**src/rtl/core/mavg_pkg.sv**
```systemverilog
// Shared constants, types and helpers of the moving average filter.
package mavg_pkg;

  localparam int unsigned WINDOW_MAX = 32;
  localparam int unsigned SampleW    = 16;
  localparam int unsigned LenW       = 6;
  localparam int unsigned PosW       = $clog2(WINDOW_MAX);
  localparam int unsigned SumW       = SampleW + PosW;
  localparam int unsigned CntW       = $clog2(SumW);
  localparam logic [LenW-1:0] LEN_RESET = LenW'(8);

  // Controller to datapath commands.
  typedef struct packed {
    logic capture;    // latch sample, start history read
    logic update;     // update running sum, write history
    logic div_start;  // load divider with |sum|
    logic div_step;   // one quotient bit
    logic load_out;   // move signed quotient into output register
  } mavg_cmd_t;

  // Datapath to controller status.
  typedef struct packed {
    logic div_last;   // current divider step is the final one
  } mavg_status_t;

  // Clamp a written window length into 1..WINDOW_MAX.
  function automatic logic [LenW-1:0] len_clamp(logic [LenW-1:0] v);
    logic [LenW-1:0] r;
    r = v;
    if (v == '0) begin
      r = LenW'(1);
    end else if (v > LenW'(WINDOW_MAX)) begin
      r = LenW'(WINDOW_MAX);
    end
    return r;
  endfunction

endpackage

```
**src/rtl/core/mavg_ctrl.sv**
```systemverilog
// Controller state machine: sequences read, sum update, division and output.
module mavg_ctrl
  import mavg_pkg::*;
(
  input  logic         clk_i,
  input  logic         rst_ni,
  input  logic         in_valid_i,
  output logic         in_ready_o,
  output logic         out_valid_o,
  input  logic         out_ready_i,
  output mavg_cmd_t    cmd_o,
  input  mavg_status_t status_i
);

  localparam logic [2:0] ST_IDLE  = 3'd0;
  localparam logic [2:0] ST_UPD   = 3'd1;
  localparam logic [2:0] ST_START = 3'd2;
  localparam logic [2:0] ST_DIV   = 3'd3;
  localparam logic [2:0] ST_DONE  = 3'd4;

  logic [2:0] state_q, state_d;
  logic       out_valid_q, out_valid_d;
  logic       out_free;

  assign out_free    = !out_valid_q || out_ready_i;
  assign in_ready_o  = (state_q == ST_IDLE);
  assign out_valid_o = out_valid_q;

  always_comb begin
    state_d     = state_q;
    cmd_o       = '0;
    out_valid_d = out_valid_q && !out_ready_i;
    unique case (state_q)
      ST_IDLE: begin
        if (in_valid_i) begin
          cmd_o.capture = 1'b1;
          state_d       = ST_UPD;
        end
      end
      ST_UPD: begin
        cmd_o.update = 1'b1;
        state_d      = ST_START;
      end
      ST_START: begin
        cmd_o.div_start = 1'b1;
        state_d         = ST_DIV;
      end
      ST_DIV: begin
        cmd_o.div_step = 1'b1;
        if (status_i.div_last) begin
          state_d = ST_DONE;
        end
      end
      ST_DONE: begin
        // Hold until the output register is free.
        if (out_free) begin
          cmd_o.load_out = 1'b1;
          out_valid_d    = 1'b1;
          state_d        = ST_IDLE;
        end
      end
      default: state_d = ST_IDLE;
    endcase
  end

  always_ff @(posedge clk_i or negedge rst_ni) begin
    if (!rst_ni) begin
      state_q     <= ST_IDLE;
      out_valid_q <= 1'b0;
    end else begin
      state_q     <= state_d;
      out_valid_q <= out_valid_d;
    end
  end

endmodule

```
**config.mk**
```make
export PLATFORM = sky130hd
export DESIGN_NAME = mavg_ctrl
export DESIGN_NICKNAME = d
export VERILOG_FILES = /design/src/rtl/core/mavg_pkg.sv /design/src/rtl/core/mavg_ctrl.sv
export SDC_FILE = /design/constraint.sdc
export NUM_CORES = 1
export LEC_CHECK = 0
export BUFFER_PORTS_ARGS = -buffer_cell sky130_fd_sc_hd__buf_2
export CORE_AREA = 4 4 41 43
export CTS_CLUSTER_SIZE = 10
export DETAILED_ROUTE_END_ITERATION = 7
export DIE_AREA = 0 0 45 47
export HOLD_SLACK_MARGIN = 0.1
export PLACE_DENSITY = 0.46
export SYNTH_ARGS = -nofsm -noshare
export SYNTH_HDL_FRONTEND = slang
export SYNTH_SLANG_ARGS = --single-unit
```
**constraint.sdc**
```tcl
create_clock -name clk_i -period 2 [get_ports clk_i]
set_input_delay 0.6 -clock clk_i [delete_from_list [all_inputs] [get_ports clk_i]]
set_output_delay 0.6 -clock clk_i [all_outputs]
set_load 0.01 [all_outputs]
```
==> flow_summary.json <==
{
  "clkSinkCount": 4,
  "slowest_stage_cell_crit_path": "sky130_fd_sc_hd__dfrtp_1",
  "maxClockFrequency_ghz": 0.523,
  "post_dp_cell_area_sq_um": 302,
  "cts-buffers-inserted": 3,
  "detailed_place_hpwl_um": 412,
  "coreArea_sq_um": 1300,
  "crit_required_ns": 1.40,
  "ioPinCount": 12,
  "layout_area_overhead_pct": 47.2,
  "ctsHtreeMaxLevel": 1,
  "timing.slew.headroom": 0.869,
  "post_synthesis_cell_type_count": 15,
  "detail_route.first_pass.iterations": 4,
  "switching_power_uw": 190,
  "wirelength_met1_um": 213,
  "overflow": 0,
  "timing.final.setup_violations": 0,
  "power-per-cell-area_nw_per_um2": 1520,
  "cts.root.buffer_cell": "sky130_fd_sc_hd__clkbuf_4",
  "dr.first_iter.drc_count": 5,
  "dp.cells": 50,
  "final_max_slew_viol_count": 0,
  "timing.critical_path.max_delay_family": "simple AND/OR/NAND/NOR gates",
  "global_route.usage.total": 0.0586,
  "drt_drc_violations_left": 0,
  "timing.critical_path.fanout_max": 6,
  "hold_ws_ns": 0.161,
  "period_share": 0.956,
  "timing.setup.critical_path_class": "flip-flop to output port",
  "worst_setup_sp_type": "flip-flop",
  "timing_hold_violations_final": 0,
  "clock_path_buffers": 2,
  "pre_cts_ws_ns": 0.268,
  "synth_sequential_area_ratio": 0.455,
  "layout.cell_area.non_filler_sq_um": 324,
  "die-height_um": 47,
  "detail_route.wl_per_cell_um": 9.30,
  "report.power.total_uw": 494,
  "post_cts_sizing_count": 0,
  "worstReg2RegStart": "state_q[2]",
  "highest_layer": "met3",
  "total_die_area_sq_um": 2120,
  "postSynthNetCount": 28,
  "timing_worst_slew_pin_value_ns": 0.195,
  "p_int_uw": 304,
  "met2RoutedLength_um": 207,
  "antenna_found_initial": 0,
  "floorplan.initialDensity": 0.169,
  "ir_worst_vdd_uv": 525,
  "netlist_instances": 23,
  "syn_avg_cell_area_sq_um": 9.57,
  "global_placer_s_final_weighted_congestion": 0.649,
  "outcome": "finished clean",
  "antenna_cells": 0,
  "detail-route-antenna-nets": 0,
  "timing.final.crit_period_ns": 1.91,
  "netSwitchingFraction": 0.385,
  "met3_wirelength_um": 73,
  "power.share.clock": 0.201,
  "clock_latency_late_sink_ns": 0.23,
  "flip_flop_and_latch_count_after_synthesis": 4,
  "num_vias": 218,
  "max-cap-violations": 0,
  "crit_chain": "or3b_4 -> nor2b_1 -> buf_2",
  "drive_above_1_share": 0.500,
  "endpoint_kind": "output port",
  "static-leakage-power_nw": 0.171,
  "post-route-worst-setup-slack_ns": 0.0889,
  "worst-endpoint-arrival_ns": 1.31,
  "grt_start_max_net_pins": 8,
  "routed_wirelength_um": 493,
  "die_x_um": 45,
  "first_global_vias": 205,
  "setup_repair_bufs_after_cts": 0,
  "rsz0062_at_grt": "no",
  "critPathBufInv": 1,
  "max_stage_delay_ns": 0.42,
  "hold_class": "input port to asynchronous set/reset pin",
  "final.setup_skew_ns": 0.00168,
  "postLayoutCoreUtil": 0.249,
  "cts_hold_buffers": 0,
  "synth_cell_area_sq_um": 220,
  "avgViaCountPerCell": 4.11,
  "critical_path_depth": 3,
  "num_rows": 13,
  "totalNegativeSetupSlack_ns": 0,
  "io_buffer_count": 11,
  "cts.reportedPaths.clkPinSlew_ns": 0.04,
  "worstRegToRegCells": 2,
  "grt_first_pass_wirelength_um": 814,
  "crit_path_start": "state_q[2]",
  "layout.nets": 45,
  "post_layout_nonfiller_instances": 53,
  "num-fill-cells": 146,
  "part_of_the_total_power_dissipated_in_combinational_logic": 0.523,
  "sequential_cell_fraction_of_total_power": 0.276,
  "tritoncts": "built",
  "synthesis_warnings": 0
}
## layer usage
metal,vias up,GRT usage
li1,112,-
met1,96,0.0641
met2,10,0.0763
met3,0,0.0728
met4,0,0
met5,-,0
## logic make-up after synthesis
family,count (synthesis),share of synthesized area
and+or+nand+nor,12,0.318
buffers and inverters,2,0.0511
DFF,4,0.455
AOI/OAI and AO/OA,5,0.176
## cell usage in the layout, fill, tap and decap left out
| cell type | n |
|---|---|
| sky130_fd_sc_hd__or3b_4 | 1 |
| sky130_fd_sc_hd__nor3_1 | 2 |
| sky130_fd_sc_hd__o22ai_2 | 1 |
| sky130_fd_sc_hd__o21bai_1 | 2 |
| sky130_fd_sc_hd__a21oi_1 | 1 |
| sky130_fd_sc_hd__and2_1 | 1 |
| sky130_fd_sc_hd__a31oi_1 | 1 |
| sky130_fd_sc_hd__nand2b_2 | 1 |
| sky130_fd_sc_hd__nand2_1 | 2 |
| sky130_fd_sc_hd__dfrtp_1 | 4 |
| sky130_fd_sc_hd__inv_1 | 1 |
| sky130_fd_sc_hd__buf_4 | 2 |
| sky130_fd_sc_hd__clkbuf_4 | 3 |
| sky130_fd_sc_hd__nor2_1 | 2 |
| sky130_fd_sc_hd__nor2b_1 | 1 |
| sky130_fd_sc_hd__buf_2 | 11 |
| sky130_fd_sc_hd__nand2b_1 | 2 |
## sequential cells by signal (all words and copies together), names as in the netlist
| name | flops |
|---|---|
| state_q | 3 |
| out_valid_o | 1 |
## power by group through the flow
stage / clock network, mW / logic, mW / registers (mW)
after floorplan: 0 / 0.145 / 0.158
after global placement: 0 / 0.263 / 0.137
after detailed placement: 0 / 0.264 / 0.138
after CTS: 0.105 / 0.265 / 0.137
after global routing: 0.113 / 0.289 / 0.141
final: 0.0994 / 0.258 / 0.136
## cell usage after synthesis, drive strengths merged
| library cell | n | area, sq um |
|---|---|---|
| a21oi | 1 | 5.00 |
| a31oi | 1 | 6.26 |
| and2 | 1 | 6.26 |
| buf | 1 | 7.51 |
| dfrtp | 4 | 100 |
| inv | 1 | 3.75 |
| nand2 | 2 | 7.51 |
| nand2b | 3 | 21.3 |
| nor2 | 2 | 7.51 |
| nor2b | 1 | 6.26 |
| nor3 | 2 | 10.0 |
| o21bai | 2 | 15.0 |
| o22ai | 1 | 12.5 |
| or3b | 1 | 11.3 |
## final timing paths
path                               end  slack [ns]
setup / recovery              cmd_o[0]        0.09
hold reg to reg            out_valid_o        0.53
setup reg to reg            state_q[2]        0.94
hold / removal              state_q[2]        0.16
max in group asynchronous   state_q[1]        1.72
min in group clk_i         out_valid_o        0.53
## cell type report
type | count | area (sq um) | area share
Timing Repair Buffer | 13 | 70.1 | 0.216
Tap cell | 15 | 18.8 | 0.0579
Multi-Input combinational cell | 17 | 109 | 0.336
Sequential cell | 4 | 100 | 0.309
Inverter | 1 | 3.75 | 0.0116
Clock buffer | 3 | 22.5 | 0.0695
(Power assumes the default switching activity.)
