### src/rtl/core/mavg_pkg.sv
// Shared constants, types and helpers of the moving average filter.
package mavg_pkg;

  localparam int unsigned WINDOW_MAX = 32;
  localparam int unsigned SampleW    = 16;
  localparam int unsigned LenW       = 6;
  localparam int unsigned PosW       = $clog2(WINDOW_MAX);
  localparam int unsigned SumW       = SampleW + PosW;
  localparam int unsigned CntW       = $clog2(SumW);
  localparam logic [LenW-1:0] LEN_RESET = LenW'(8);

  // Controller to datapath commands.
  typedef struct packed {
    logic capture;    // latch sample, start history read
    logic update;     // update running sum, write history
    logic div_start;  // load divider with |sum|
    logic div_step;   // one quotient bit
    logic load_out;   // move signed quotient into output register
  } mavg_cmd_t;

  // Datapath to controller status.
  typedef struct packed {
    logic div_last;   // current divider step is the final one
  } mavg_status_t;

  // Clamp a written window length into 1..WINDOW_MAX.
  function automatic logic [LenW-1:0] len_clamp(logic [LenW-1:0] v);
    logic [LenW-1:0] r;
    r = v;
    if (v == '0) begin
      r = LenW'(1);
    end else if (v > LenW'(WINDOW_MAX)) begin
      r = LenW'(WINDOW_MAX);
    end
    return r;
  endfunction

endpackage

### src/rtl/core/mavg_ram.sv
// Generic single-write, single-read RAM with registered read data.
module mavg_ram #(
  parameter int unsigned Width = 16,
  parameter int unsigned Depth = 32
) (
  input  logic                     clk_i,
  input  logic                     we_i,
  input  logic [$clog2(Depth)-1:0] waddr_i,
  input  logic [Width-1:0]         wdata_i,
  input  logic [$clog2(Depth)-1:0] raddr_i,
  output logic [Width-1:0]         rdata_o
);

  logic [Width-1:0] mem_q [Depth];

  always_ff @(posedge clk_i) begin
    if (we_i) begin
      mem_q[waddr_i] <= wdata_i;
    end
    rdata_o <= mem_q[raddr_i];
  end

endmodule

### src/rtl/core/mavg_datapath.sv
// Datapath: history memory, running sum, restoring divider and output register.
module mavg_datapath
  import mavg_pkg::*;
(
  input  logic                      clk_i,
  input  logic                      rst_ni,
  input  logic                      cfg_we_i,
  input  logic [LenW-1:0]           cfg_wdata_i,
  input  logic signed [SampleW-1:0] sample_i,
  input  mavg_cmd_t                 cmd_i,
  output mavg_status_t              status_o,
  output logic signed [SampleW-1:0] average_o
);

  logic [LenW-1:0]           len_q;
  logic [PosW-1:0]           pos_q;
  logic [LenW-1:0]           fill_q;
  logic signed [SumW-1:0]    sum_q;
  logic signed [SampleW-1:0] sample_q;
  logic                      old_valid_q;
  logic [SampleW-1:0]        ram_rdata;
  logic signed [SampleW-1:0] old_s;
  logic [PosW-1:0]           old_pos;
  logic [SumW-1:0]           sum_mag;
  logic                      neg_q;
  logic [LenW-1:0]           rem_q;
  logic [SumW-1:0]           quo_q;
  logic [CntW-1:0]           cnt_q;
  logic [LenW:0]             trial;
  logic [SampleW-1:0]        mag;
  logic signed [SampleW-1:0] average_q;

  // Oldest sample in the window sits len slots behind the write slot.
  assign old_pos = pos_q - len_q[PosW-1:0];

  mavg_ram #(
    .Width(SampleW),
    .Depth(WINDOW_MAX)
  ) u_hist (
    .clk_i  (clk_i),
    .we_i   (cmd_i.update),
    .waddr_i(pos_q),
    .wdata_i(sample_q),
    .raddr_i(old_pos),
    .rdata_o(ram_rdata)
  );

  // Slots not yet written since the last clear read as zero.
  assign old_s = old_valid_q ? $signed(ram_rdata) : '0;

  // Window state: cleared on reset and on every length write.
  always_ff @(posedge clk_i or negedge rst_ni) begin
    if (!rst_ni) begin
      len_q  <= LEN_RESET;
      pos_q  <= '0;
      fill_q <= '0;
      sum_q  <= '0;
    end else if (cfg_we_i) begin
      len_q  <= len_clamp(cfg_wdata_i);
      pos_q  <= '0;
      fill_q <= '0;
      sum_q  <= '0;
    end else if (cmd_i.update) begin
      pos_q <= pos_q + 1'b1;
      if (fill_q != LenW'(WINDOW_MAX)) begin
        fill_q <= fill_q + 1'b1;
      end
      sum_q <= sum_q - SumW'(old_s) + SumW'(sample_q);
    end
  end

  always_ff @(posedge clk_i) begin
    if (cmd_i.capture) begin
      sample_q    <= sample_i;
      old_valid_q <= (fill_q >= len_q);
    end
  end

  // Restoring divider, one quotient bit per step, MSB first.
  assign sum_mag = sum_q[SumW-1] ? (~sum_q + 1'b1) : sum_q;
  assign trial   = {rem_q, quo_q[SumW-1]} - {1'b0, len_q};
  assign status_o.div_last = (cnt_q == '0);

  always_ff @(posedge clk_i) begin
    if (cmd_i.div_start) begin
      neg_q <= sum_q[SumW-1];
      rem_q <= '0;
      quo_q <= sum_mag;
      cnt_q <= CntW'(SumW - 1);
    end else if (cmd_i.div_step) begin
      if (!trial[LenW]) begin
        rem_q <= trial[LenW-1:0];
        quo_q <= {quo_q[SumW-2:0], 1'b1};
      end else begin
        rem_q <= {rem_q[LenW-2:0], quo_q[SumW-1]};
        quo_q <= {quo_q[SumW-2:0], 1'b0};
      end
      cnt_q <= cnt_q - 1'b1;
    end
  end

  // Apply the sign back; the mean always fits the sample width.
  assign mag = quo_q[SampleW-1:0];

  always_ff @(posedge clk_i) begin
    if (cmd_i.load_out) begin
      average_q <= neg_q ? $signed(~mag + 1'b1) : $signed(mag);
    end
  end

  assign average_o = average_q;

endmodule

### config.mk
export PLATFORM = sky130hd
export DESIGN_NAME = mavg_datapath
export DESIGN_NICKNAME = d
export VERILOG_FILES = /design/src/rtl/core/mavg_pkg.sv /design/src/rtl/core/mavg_ram.sv /design/src/rtl/core/mavg_datapath.sv
export SDC_FILE = /design/constraint.sdc
export NUM_CORES = 1
export LEC_CHECK = 0
export BUFFER_PORTS_ARGS = -buffer_cell sky130_fd_sc_hd__buf_2
export CAP_MARGIN = 40
export CORE_UTILIZATION = 50
export CTS_CLUSTER_DIAMETER = 40
export DETAILED_ROUTE_END_ITERATION = 10
export GPL_ROUTABILITY_DRIVEN = 0
export PLACE_DENSITY = 0.66
export REMOVE_ABC_BUFFERS = 1
export SLEW_MARGIN = 20
export SYNTH_ARGS = -nofsm -noshare
export SYNTH_HDL_FRONTEND = slang
export SYNTH_SLANG_ARGS = --single-unit
### constraint.sdc
create_clock -name clk_i -period 4.1 [get_ports clk_i]
set_clock_uncertainty 0.15 [all_clocks]
set_input_delay 0.615 -clock clk_i [delete_from_list [all_inputs] [get_ports clk_i]]
set_output_delay 0.615 -clock clk_i [all_outputs]
set_load 0.01 [all_outputs]
==> out/metrics.cfg <==
[outcome]
status=finished with violations
violations=design-rule violations

[critical_path]
cp.buffers_inverters=1
critPathArrivalTime_ns=4.18
max_stage_delay_ns=0.66
worst-path-max-fanout=16
path_cells=and2_1, fa_1, inv_1, ha_1, a21o_1, nand4_1, a2111oi_1, o211ai_1, a2111oi_0, a31oi_1, o31ai_1
regToRegSetupSlack_ns=0.28
startpoint_type=flop
cp_slowest_cell=a2111oi_1
r2r_start=old_valid_q
crit_family=compound AO/OA/AOI/OAI gates
r2r-end=sum_q[13]
end_kind=flop
worstSetupPathType=reg -> reg
required_ns=4.46
worstRegToRegCells=11

[floorplan]
io_pins=47
start_util=0.509
die_w_um=234
die_area_mm2=0.0547
rows=84
core_area_mm2=0.0529
die_h_um=234

[grt]
antenna_found_initial=0
first_global_vias=14700
grt_pass1_wl_um=91500
grt_overflow_total=0
grt_use_total=0.232
grt_max_degree=56

[run]
cap_violations=0

[timing]
slew_headroom=0.486
final-max-slew-violation-count=0
tightest_slew_ns=0.761
fmax_ghz=0.262
grt_setup_unrepaired=no
min_period_ns=3.82
final.period_utilization=0.931
finalHoldViolations=0
holdWs_ns=0.0381
finalSetupViolCount=0

[cells_and_area]
diodes=0
fin_area_mm2=0.0314
drive_gt1_frac=0.279
fin_nets=1770
syn_to_final_growth_pct=16.9

[synthesis]
synth_most_common_cell=edfxtp_1
synth_area_leaders=edfxtp_1, mux4_2, dfrtp_1
synthSimpleGateAreaFrac=0.0454
synth_top_family_by_area=multiplexers
netlist_instances=1521
synth-adder-area-share=0.0378
syn-cell-area_mm2=0.0269
yosys_warnings=0
async_reset_ff_frac=0.0601
synth_edf_count=567
yosys.area_share.xor_xnor=0.0208
synth-compound-area-share=0.0341
synth_cell_types=60
yosysTopAreaCellShare=0.633
avgSynthCellArea_um2=17.7
synth_flop_cell=edfxtp_1
synth-seq-cells=632
synth_commonest_cells=edfxtp_1, mux4_2, inv_1
yosysSeqAreaShare=0.689
synthMuxAreaShare=0.149
synth_area_leader_cell=edfxtp_1

[clock_tree]
htreeDepth=3
clk_pin_slew_worst_paths_ns=0.05
cts_buffer_depth=3
numCtsBuffers=84
cts_tree=yes
cts_setup_buffers=0
clock-sinks=632
ctsRootBufferMaster=clkbuf_16
clk_latency_ns=0.63

[drt]
drt_wl_total_um=60500
route.detailed.drc=1
drt-initial-drc-count=1215
antenna_left=0
post_drt_via_cell_ratio=5.83
dr.pass1.iters=11
wl_per_cell_um=24.9
vias=14200

[pwr]
power.density_mw_per_mm2=624
p_leak_uw=0.0109
ir_drop_v=0.000433
total_power_uw=19600

[place]
port_buffers=46
dp_hpwl_um=36900
post_dp_cell_area_mm2=0.0285

[min_path]
hold_class=in -> reg
min_path_cells=1
min_to=sample_q[8]
hold_path.startpoint=sample_i[8]

how the worst max path moves through the flow:
stage | start | to | cells past startpoint
after detailed placement | old_valid_q | sum_q[17] | 11
after global placement | old_valid_q | sum_q[17] | 11
after CTS | old_valid_q | sum_q[17] | 11
after floorplan | pos_q[0] | u_hist.rdata_o[0] | 5
after global routing | old_valid_q | sum_q[17] | 11
final | old_valid_q | sum_q[13] | 11
through the flow:
| stage | utilization | setup WS, ns | cells | TNS (ns) |
|---|---|---|---|---|
| 2_1_floorplan | - | -2.87 | 1458 | -45.94 |
| 3_3_place_gp | 0.538 | 0.368 | 2260 | 0 |
| 3_5_place_dp | 0.539 | 0.342 | 2261 | 0 |
| 4_1_cts | 0.594 | 0.297 | 2431 | 0 |
| 5_1_grt | 0.595 | 0.111 | 2432 | 0 |
| 6_report | 0.595 | 0.284 | 2432 | 0 |
state kept, by name (all words and copies together), names as in the netlist:
name	count
sum_q	21
fill_q	6
old_valid_q	1
average_o	16
rem_q	6
pos_q	5
u_hist.rdata_o	16
len_q	6
sample_q	16
u_hist.mem_q	512
cnt_q	5
quo_q	21
neg_q	1
cells by family after synthesis:
logic type	count (synthesis)
XOR/XNOR	64
adder cells (fa/ha/maj)	68
AND/OR/NAND/NOR	249
flip-flops	632
multiplexers	197
AO/OA/AOI/OAI	144
buffers and inverters	167
report_power, final:
group          switching (µW)  internal [µW]  leakage [µW]
clock                    2840           4340       0.00137
sequential                301           7490       0.00590
combinational            2520           2140       0.00367
total                    5660          14000        0.0109
layout make-up:
| class | instances | area (µm²) |
|---|---|---|
| sequential | 632 | 18500 |
| timing repair buffer | 128 | 971 |
| clock buffer | 105 | 2270 |
| inverter | 104 | 390 |
| fill | 3842 | 21400 |
| tap | 688 | 861 |
| multi-input combinational | 722 | 7870 |
| clock inverter | 53 | 552 |
cells in the final DEF (no fill, tap or decap), types with 11 or more instances in the layout:
cell | Yosys | routed
a21o_1 | 11 | 11
a21oi_1 | 45 | 45
and2_1 | 15 | 15
buf_2 | 18 | 46
buf_4 | 0 | 62
clkbuf_1 | 41 | 14
clkbuf_16 | 0 | 86
clkinv_2 | 0 | 12
dfrtp_1 | 37 | 37
dfxtp_1 | 27 | 27
dlygate4sd3_1 | 0 | 12
edfxtp_1 | 567 | 567
fa_1 | 22 | 21
ha_1 | 46 | 45
inv_1 | 104 | 104
mux2_2 | 24 | 24
mux2i_1 | 13 | 13
mux4_2 | 160 | 160
nand2_1 | 50 | 50
nand2b_1 | 16 | 16
nor2_1 | 84 | 63
nor2_2 | 0 | 21
nor3_1 | 23 | 12
nor3_2 | 0 | 11
o21ai_0 | 31 | 31
xnor2_1 | 52 | 49
xor2_1 | 12 | 12
routing by layer:
layer  wire (µm)  up-vias  global-route usage  part of all wire
li1            -     6260                   -                 -
met2       29800      524               0.385              0.49
met3        4410      135              0.0545             0.073
met4        1900        0              0.0810             0.031
met5           0        -                   0                 0
met1       24300     7265               0.301              0.40
timing repair:
action                     CTS  global route
setup endpoints to repair    0             1
gates resized for setup      0             1
hold buffers                12             0
hold endpoints to repair    49             0
(Power assumes the default switching activity.)
